[config.mk]
export PLATFORM = sky130hd
export DESIGN_NAME = strip_row_band_finder_unit
export DESIGN_NICKNAME = d
export VERILOG_FILES = /design/src/sv/srbf_pkg.sv /design/src/sv/strip_row_band_finder_unit.sv /design/src/sv/srbf_band_emit.sv
export SDC_FILE = /design/constraint.sdc
export NUM_CORES = 2
export LEC_CHECK = 0
export BUFFER_PORTS_ARGS = -buffer_cell sky130_fd_sc_hd__buf_2
export CAP_MARGIN = 20
export CORE_ASPECT_RATIO = 0.5
export CORE_MARGIN = 2
export CORE_UTILIZATION = 55
export CTS_CLUSTER_SIZE = 28
export DETAILED_ROUTE_END_ITERATION = 8
export GPL_ROUTABILITY_DRIVEN = 0
export PLACE_DENSITY = 0.71
export SLEW_MARGIN = 20
export SYNTH_ARGS = -nofsm -noshare
export SYNTH_HDL_FRONTEND = slang
export SYNTH_SLANG_ARGS = --single-unit
[constraint.sdc]
create_clock -name clock -period 17.6 [get_ports clock]
set_clock_uncertainty 0.05 [all_clocks]
set_input_delay 3.52 -clock clock [delete_from_list [all_inputs] [get_ports clock]]
set_output_delay 3.52 -clock clock [all_outputs]
set_load 0.05 [all_outputs]
[src/sv/srbf_pkg.sv]
// ----------------------------------------------------------------------------
// srbf_pkg
// Shared widths, register indexes, band snapshot type and helper functions
// for the strip row band finder.
// ----------------------------------------------------------------------------
package srbf_pkg;

   localparam int STRIP_COUNT = 8;
   localparam int STRIP_IDX_W = $clog2(STRIP_COUNT);
   localparam int MAX_WIDTH   = 4096;
   localparam int MAX_HEIGHT  = 4096;

   localparam int DIM_W  = 13;                    // frame size registers
   localparam int POS_W  = 12;                    // column / row position
   localparam int SUM_W  = 12;                    // per-row strip count
   localparam int WIN_W  = SUM_W + 2;             // three-row window sum
   localparam int PROD_W = DIM_W + STRIP_IDX_W;   // width times strip number

   localparam int BAND_W     = 15;                // internal band arithmetic
   localparam int OUT_BAND_W = 14;                // packed band fields

   localparam int BAND_OFFSET = 10;
   localparam int BAND_LIMIT  = 15;
   localparam int BAND_MIN    = 5;

   localparam int CSR_INDEX_W = 2;
   localparam int REQ_DATA_W  = 8;
   localparam int RSP_DATA_W  = 32;
   localparam int RSP_PAD_W   = RSP_DATA_W - 2 * OUT_BAND_W - 1;
   localparam int KEEP_BIT    = 2 * OUT_BAND_W;

   typedef enum logic [CSR_INDEX_W-1:0] {
      CSR_FRAME_WIDTH  = 2'd0,
      CSR_FRAME_HEIGHT = 2'd1
   } csr_index_type;

   // qualifying rows of every strip, handed over at frame end
   typedef struct packed {
      logic [STRIP_COUNT-1:0]            hit;
      logic [STRIP_COUNT-1:0][POS_W-1:0] first_row;
      logic [STRIP_COUNT-1:0][POS_W-1:0] last_row;
   } band_hits_type;

   // clip to the supported size, zero acts as one
   function automatic logic [DIM_W-1:0] eff_dim(input logic [DIM_W-1:0] raw,
                                                input logic [DIM_W-1:0] limit);
      if (raw > limit) begin
         return limit;
      end else if (raw == '0) begin
         return DIM_W'(1);
      end else begin
         return raw;
      end
   endfunction

   function automatic logic [OUT_BAND_W-1:0] sat_band(input logic signed [BAND_W-1:0] v);
      if (v > $signed(BAND_W'(8191))) begin
         return OUT_BAND_W'(8191);
      end else if (v < -$signed(BAND_W'(8192))) begin
         return OUT_BAND_W'(8192);
      end else begin
         return v[OUT_BAND_W-1:0];
      end
   endfunction

endpackage

[src/sv/strip_row_band_finder_unit.sv]
// ----------------------------------------------------------------------------
// strip_row_band_finder_unit
// Counts edge pixels per vertical strip and row, finds rows whose three-row
// window passes half the strip width, and reports one band per strip.
// ----------------------------------------------------------------------------
// Throughput: one pixel per cycle, except that a frame end waits while the
// previous frame's bands are still going out. The last pixel of a frame passes
// the input register and loads the band emitter, whose eight bands follow one
// per cycle through the output register while the output is taken. A waiting
// frame end goes on once the last band is in the output register; stalls delay it.
// Reset: synchronous, active high; width 640, height 480, frame state cleared.
module strip_row_band_finder_unit (
   input  logic                                clock,
   input  logic                                reset,
   input  logic                                req_tvalid,
   output logic                                req_tready,
   input  logic [srbf_pkg::REQ_DATA_W-1:0]     req_tdata,   // [0] pixel_on
   output logic                                rsp_tvalid,
   input  logic                                rsp_tready,
   // [13:0] band_start, [27:14] band_end, [28] keep_band
   output logic [srbf_pkg::RSP_DATA_W-1:0]     rsp_tdata,
   output logic [srbf_pkg::STRIP_IDX_W-1:0]    rsp_tuser,   // [2:0] strip_index
   output logic                                rsp_tlast,
   input  logic                                csr_valid,
   output logic                                csr_ready,
   input  logic [srbf_pkg::CSR_INDEX_W-1:0]    csr_index,
   input  logic [srbf_pkg::DIM_W-1:0]          csr_data
);
   import srbf_pkg::*;

   logic [DIM_W-1:0] frame_width_ff, frame_height_ff;

   logic             in_valid_ff;
   logic             in_pixel_ff;

   logic [POS_W-1:0]                  col_ff, row_ff;
   logic [STRIP_COUNT-1:0][SUM_W-1:0] cur_sum_ff, old1_ff, old2_ff;
   logic [STRIP_COUNT-1:0]            hit_ff;
   logic [STRIP_COUNT-1:0][POS_W-1:0] first_ff, last_ff;

   logic [STRIP_COUNT-1:0][SUM_W-1:0] cur_sum_in;
   logic [STRIP_COUNT-1:0]            hit_in;
   logic [STRIP_COUNT-1:0][POS_W-1:0] first_in, last_in;

   logic [DIM_W-1:0]       w_eff, h_eff;
   logic [DIM_W-1:0]       bnd [STRIP_COUNT+1];
   logic [DIM_W-1:0]       thr;
   logic [WIN_W-1:0]       win_sum;
   logic                   in_strip, qual;
   logic                   row_end, frame_end, window_ok;
   logic [POS_W-1:0]       centre;
   logic                   in_advance, cfg_hit, frame_clear, emit_busy;
   band_hits_type          hits_snap;

   assign csr_ready = 1'b1;
   assign cfg_hit   = csr_valid &&
                      (csr_index == CSR_FRAME_WIDTH || csr_index == CSR_FRAME_HEIGHT);

   always_comb begin
      w_eff = eff_dim(frame_width_ff, DIM_W'(MAX_WIDTH));
      h_eff = eff_dim(frame_height_ff, DIM_W'(MAX_HEIGHT));
      // strip k starts at floor(w * k / strip count)
      for (int k = 0; k <= STRIP_COUNT; k++) begin
         bnd[k] = DIM_W'((PROD_W'(w_eff) * PROD_W'(k)) >> STRIP_IDX_W);
      end
      row_end   = ({1'b0, col_ff} + DIM_W'(1)) >= w_eff;
      frame_end = row_end && (({1'b0, row_ff} + DIM_W'(1)) >= h_eff);
      window_ok = row_ff >= POS_W'(2);
      centre    = row_ff - POS_W'(1);

      in_advance = in_valid_ff && (!frame_end || !emit_busy);
      req_tready = !in_valid_ff || in_advance;

      for (int k = 0; k < STRIP_COUNT; k++) begin
         in_strip = in_pixel_ff && ({1'b0, col_ff} >= bnd[k]) && ({1'b0, col_ff} < bnd[k+1]);
         cur_sum_in[k] = cur_sum_ff[k] + SUM_W'(in_strip);
         thr     = (bnd[k+1] - bnd[k]) >> 1;
         win_sum = WIN_W'(old2_ff[k]) + WIN_W'(old1_ff[k]) + WIN_W'(cur_sum_in[k]);
         qual    = row_end && window_ok && (win_sum > WIN_W'(thr));
         hit_in[k]   = hit_ff[k] || qual;
         first_in[k] = (qual && !hit_ff[k]) ? centre : first_ff[k];
         last_in[k]  = qual ? centre : last_ff[k];
      end

      hits_snap.hit       = hit_in;
      hits_snap.first_row = first_in;
      hits_snap.last_row  = last_in;

      frame_clear = cfg_hit || (in_advance && frame_end);
   end

   // configuration registers
   always_ff @(posedge clock) begin
      if (reset) begin
         frame_width_ff  <= DIM_W'(640);
         frame_height_ff <= DIM_W'(480);
      end else if (csr_valid) begin
         if (csr_index == CSR_FRAME_WIDTH) begin
            frame_width_ff <= csr_data;
         end
         if (csr_index == CSR_FRAME_HEIGHT) begin
            frame_height_ff <= csr_data;
         end
      end
   end

   // input register
   always_ff @(posedge clock) begin
      if (reset) begin
         in_valid_ff <= 1'b0;
      end else if (req_tvalid && req_tready) begin
         in_valid_ff <= 1'b1;
      end else if (in_advance) begin
         in_valid_ff <= 1'b0;
      end
   end

   always_ff @(posedge clock) begin
      if (req_tvalid && req_tready) begin
         in_pixel_ff <= req_tdata[0];
      end
   end

   // per-frame counting state
   always_ff @(posedge clock) begin
      if (reset || frame_clear) begin
         col_ff     <= '0;
         row_ff     <= '0;
         cur_sum_ff <= '0;
         old1_ff    <= '0;
         old2_ff    <= '0;
         hit_ff     <= '0;
         first_ff   <= '0;
         last_ff    <= '0;
      end else if (in_advance) begin
         if (row_end) begin
            col_ff     <= '0;
            row_ff     <= row_ff + POS_W'(1);
            old2_ff    <= old1_ff;
            old1_ff    <= cur_sum_in;
            cur_sum_ff <= '0;
            hit_ff     <= hit_in;
            first_ff   <= first_in;
            last_ff    <= last_in;
         end else begin
            col_ff     <= col_ff + POS_W'(1);
            cur_sum_ff <= cur_sum_in;
         end
      end
   end

   srbf_band_emit u_emit (
      .clock      (clock),
      .reset      (reset),
      .load       (in_advance && frame_end),
      .hits       (hits_snap),
      .busy       (emit_busy),
      .rsp_tvalid (rsp_tvalid),
      .rsp_tready (rsp_tready),
      .rsp_tdata  (rsp_tdata),
      .rsp_tuser  (rsp_tuser),
      .rsp_tlast  (rsp_tlast)
   );

endmodule

[src/sv/srbf_band_emit.sv]
// ----------------------------------------------------------------------------
// srbf_band_emit
// Walks a finished frame's strips one per cycle while the output is taken,
// carries start and end from strip to strip, holds each in the output register.
// ----------------------------------------------------------------------------
module srbf_band_emit (
   input  logic                                clock,
   input  logic                                reset,
   input  logic                                load,
   input  srbf_pkg::band_hits_type             hits,
   output logic                                busy,
   output logic                                rsp_tvalid,
   input  logic                                rsp_tready,
   output logic [srbf_pkg::RSP_DATA_W-1:0]     rsp_tdata,
   output logic [srbf_pkg::STRIP_IDX_W-1:0]    rsp_tuser,
   output logic                                rsp_tlast
);
   import srbf_pkg::*;

   localparam logic signed [BAND_W-1:0] OFFSET = BAND_W'(BAND_OFFSET);
   localparam logic signed [BAND_W-1:0] LIMIT  = BAND_W'(BAND_LIMIT);
   localparam logic signed [BAND_W-1:0] MINLEN = BAND_W'(BAND_MIN);
   localparam logic [STRIP_IDX_W-1:0]   LAST_IDX = STRIP_IDX_W'(STRIP_COUNT - 1);

   band_hits_type            hits_ff;
   logic [STRIP_IDX_W-1:0]   idx_ff;
   logic                     busy_ff;
   logic signed [BAND_W-1:0] carry_s_ff, carry_e_ff;
   logic                     out_valid_ff;
   logic [OUT_BAND_W-1:0]    out_start_ff, out_end_ff;
   logic                     out_keep_ff, out_last_ff;
   logic [STRIP_IDX_W-1:0]   out_idx_ff;

   logic                     step;
   logic signed [BAND_W-1:0] s_sel, e_sel, s_in, e_raw, diff, e_in;
   logic                     over, keep_in;

   always_comb begin
      step = busy_ff && (!out_valid_ff || rsp_tready);
      if (hits_ff.hit[idx_ff]) begin
         s_sel = $signed({{(BAND_W-POS_W){1'b0}}, hits_ff.first_row[idx_ff]});
         e_sel = $signed({{(BAND_W-POS_W){1'b0}}, hits_ff.last_row[idx_ff]});
      end else begin
         s_sel = carry_s_ff;
         e_sel = carry_e_ff;
      end
      s_in  = s_sel + OFFSET;
      e_raw = e_sel - OFFSET;
      diff  = e_raw - s_in;
      over  = diff > LIMIT;
      e_in  = over ? s_in + LIMIT : e_raw;
      // a clipped band always spans the limit, which is above the minimum
      keep_in = over || (diff > MINLEN);
   end

   always_ff @(posedge clock) begin
      if (reset) begin
         busy_ff      <= 1'b0;
         idx_ff       <= '0;
         out_valid_ff <= 1'b0;
      end else begin
         if (load) begin
            busy_ff <= 1'b1;
            idx_ff  <= '0;
         end else if (step) begin
            idx_ff <= idx_ff + STRIP_IDX_W'(1);
            if (idx_ff == LAST_IDX) begin
               busy_ff <= 1'b0;
            end
         end
         if (step) begin
            out_valid_ff <= 1'b1;
         end else if (rsp_tready) begin
            out_valid_ff <= 1'b0;
         end
      end
   end

   always_ff @(posedge clock) begin
      if (load) begin
         hits_ff    <= hits;
         carry_s_ff <= '0;
         carry_e_ff <= '0;
      end else if (step) begin
         carry_s_ff <= s_in;
         carry_e_ff <= e_in;
      end
      if (step) begin
         out_start_ff <= sat_band(s_in);
         out_end_ff   <= sat_band(e_in);
         out_keep_ff  <= keep_in;
         out_last_ff  <= (idx_ff == LAST_IDX);
         out_idx_ff   <= idx_ff;
      end
   end

   assign busy       = busy_ff;
   assign rsp_tvalid = out_valid_ff;
   assign rsp_tdata  = {{RSP_PAD_W{1'b0}}, out_keep_ff, out_end_ff, out_start_ff};
   assign rsp_tuser  = out_idx_ff;
   assign rsp_tlast  = out_last_ff;

endmodule

==> flow_metrics.py <==
metrics = {
    "synth": {
        "yosysWarnings": 0,
        "synth_cell_types": 89,
        "seq_area_frac_synth": 0.366,
        "ys_seq_elements": 808,
        "syn_avg_cell_area_um2": 9.11,
        "ys_async_sr_fraction": 0,
        "syn_inst": 5550,
        "yosys_most_used_dff": "dfxtp_1",
        "netlist_area_um2": 50600,
        "synth-edff-count": 234,
    },
    "drt": {
        "drtPass1Iterations": 5,
        "routed_wl_um": 127000,
        "wire_per_inst_um": 18.7,
        "vias": 39600,
        "drt_iter0_drc": 3320,
        "ant_nets": 0,
        "drcViolationCount": 0,
        "routed_via_density": 5.82,
    },
    "worst_setup_path": {
        "reg2regPathDepth": 46,
        "critPathSlowestCell": "fa_1",
        "cp_max_fo": 27,
        "critPathLaunchType": "flip-flop",
        "r2r_end": "u_emit.hits_ff[171]",
        "cp_slowest_stage_delay_ns": 0.70,
        "worstPathArrival_ns": 12.06,
        "endpoint_kind": "flip-flop",
        "r2r_slack_ns": 5.86,
        "cpMostUsedCell": "a21oi_1",
        "r2r_start": "frame_width_ff[12]",
        "critPathKind": "flip-flop to flip-flop",
        "crit_path_start": "frame_width_ff[12]",
        "cp.required_ns": 17.92,
    },
    "cts": {
        "cts_made_buffers": 78,
        "cts_max_level": 3,
        "root_buffer": "clkbuf_16",
        "clk_pin_slew_ns": 0.07,
        "cts_tree": "built",
        "clk_latency_ns": 0.68,
        "cts_setup_buffers": 0,
        "clockBufferDepth": 3,
        "cts_sinks": 808,
        "cts_hold_buf": 0,
        "ctsResizeCount": 0,
    },
    "grt": {
        "grt_max_degree": 94,
        "grt_pass1_vias": 39400,
        "grt_overflow_total": 0,
        "antenna_found_initial": 1,
        "grt.total_usage": 0.270,
        "grt_pass1_wl_um": 204000,
    },
    "floorplanning": {
        "boundaryPins": 67,
        "die_w_um": 433,
        "core_um2": 90900,
        "row_count": 78,
        "die_area_um2": 94500,
        "start_util": 0.557,
        "die_h_um": 218,
    },
    "sta": {
        "finalCritPeriodShare": 0.667,
        "finalSetupViolations": 0,
        "period_minus_slack_ns": 11.74,
        "final-hold-violation-count": 0,
        "worst_pin_slew_ns": 1.11,
        "fmax_ghz": 0.0852,
        "slew_headroom": 0.257,
        "fin_setup_tns_ns": 0,
        "slew_violations": 0,
        "grt_setup_unrepaired": "false",
    },
    "finish": {
        "final_common_cell": "nand2_1",
        "final_cell_mix": "nand2_1, dfxtp_1, nor2_1",
        "fin_nets": 6101,
        "seqCellArea_um2": 18500,
        "n_fill_cell": 7593,
        "area_delta_synth_final_pct": 8.05,
        "drive_gt1_frac": 0.0778,
        "antenna_cells": 0,
        "multiInputGateArea_um2": 30100,
    },
    "place": {
        "hpwl_um": 89900,
        "port-buffer-count": 55,
    },
    "run": {
        "drv_cap": 0,
    },
    "power": {
        "p_leak_nw": 22.8,
        "irDropWorstVdd_uv": 67.9,
        "power_density_nw_per_um2": 79.1,
        "totalPowerFinal_mw": 4.32,
    },
    "hold_path": {
        "whs_endpoint": "old2_ff[7]",
        "holdPathStages": 2,
        "hp-start": "old2_ff[7]",
        "hold_path.class": "flip-flop to flip-flop",
    },
    "run_status": {
        "status": "finished, final reports clean",
    },
}
-- area by class of cell --
type,count,area share
flip-flops and latches,808,0.339
repair buffers,133,0.0159
inverters,274,0.0188
clock buffers,110,0.0413
clock inverters,34,0.00630
multi-input cells,4203,0.550
well taps,1240,0.0284
-- how the worst max path moves through the flow --
stage          slack, ns                  end
6_report            5.86  u_emit.hits_ff[171]
5_1_grt             5.09  u_emit.hits_ff[171]
4_1_cts             5.70  u_emit.hits_ff[171]
3_5_place_dp        5.72  u_emit.hits_ff[171]
3_3_place_gp        6.02  u_emit.hits_ff[173]
2_1_floorplan       6.99         first_ff[73]
-- registers in the layout (all words and copies together) (netlist names), 3 cells and up --
| register | cells |
|---|---|
| u_emit.hits_ff | 200 |
| hit_ff | 8 |
| cur_sum_ff | 96 |
| old2_ff | 96 |
| col_ff | 12 |
| u_emit.carry_s_ff | 15 |
| u_emit.carry_e_ff | 15 |
| row_ff | 12 |
| last_ff | 96 |
| frame_height_ff | 13 |
| u_emit.idx_ff | 3 |
| old1_ff | 96 |
| u_emit.out_start_ff | 14 |
| u_emit.out_end_ff | 14 |
| u_emit.rsp_tuser | 3 |
| first_ff | 96 |
| frame_width_ff | 13 |
-- per-stage QoR --
stage | std cells | cell area [um^2] | utilization | hold slack [ns] | setup slack, ns
floorplan | 5552 | 50600 | - | 0.379 | 6.99
global placement | 6657 | 52000 | 0.572 | 0.391 | 6.02
detailed placement | 6657 | 52000 | 0.572 | 0.398 | 5.72
CTS | 6801 | 54600 | 0.601 | 0.406 | 5.70
global route | 6802 | 54600 | 0.601 | 0.426 | 5.09
finish | 6802 | 54600 | 0.601 | 0.405 | 5.86
-- power breakdown --
part | leakage (nW) | switching (mW) | internal [mW]
clock | 1.26 | 0.775 | 0.952
combinational | 14.8 | 0.392 | 0.266
sequential | 6.78 | 0.0155 | 1.92
total | 22.8 | 1.18 | 3.14
-- metal layers --
metal | vias up | GRT usage | wire length, um
met5 | - | 0 | 13
met4 | 2 | 0.0998 | 4700
met3 | 298 | 0.0452 | 7250
met2 | 1162 | 0.463 | 60400
met1 | 19000 | 0.342 | 54600
li1 | 19100 | - | -
-- worst max-delay path: cells and delay by family, from the launching register on --
| family | cells | cell delay (ns) |
|---|---|---|
| flops | 1 | 0.31 |
| compound gates | 18 | 3.43 |
| xor+xnor | 3 | 0.64 |
| buf+inv | 5 | 1.26 |
| simple gates | 10 | 1.94 |
| fa+ha+maj | 10 | 3.80 |
-- kinds of logic (layout without fill, tap and decap cells) --
| family | after synthesis | count (layout) | synth area share |
|---|---|---|---|
| buffers and inverters | 541 | 551 | 0.0421 |
| multiplexers | 255 | 255 | 0.0648 |
| AND/OR/NAND/NOR | 1810 | 1810 | 0.155 |
| AO/OA/AOI/OAI | 1125 | 1125 | 0.134 |
| adder cells (fa/ha/maj) | 595 | 595 | 0.165 |
| XOR/XNOR | 414 | 414 | 0.0721 |
| flip-flops | 808 | 808 | 0.366 |
| other | 2 | 4 | 0.000148 |
-- synth_stat cells (all sizes together), types with 10 or more instances --
library cell,instances,area (um^2)
mux2i,140,1410
nor2,475,1780
a211oi,106,796
nor2b,48,300
a31oi,14,87.6
and2,26,163
edfxtp,234,7030
o21ai,258,1290
a21oi,438,2190
nand4,30,188
a21o,86,646
or2,19,121
dfxtp,574,11500
nand3b,15,113
xnor2,222,1960
and3,46,288
o221ai,10,87.6
a22oi,21,158
nor3,74,370
nand2b,52,325
a21boi,11,82.6
or3,15,93.8
inv,273,1020
nand3,115,576
mux4,50,1130
ha,449,5620
buf,51,289
nor4,20,131
mux2,65,743
clkbuf,216,811
fa,126,2520
o21a,52,390
xor2,192,1680
maj3,20,213
o21bai,53,398
nand2,852,3200
Power figures use the tool's default switching activity.
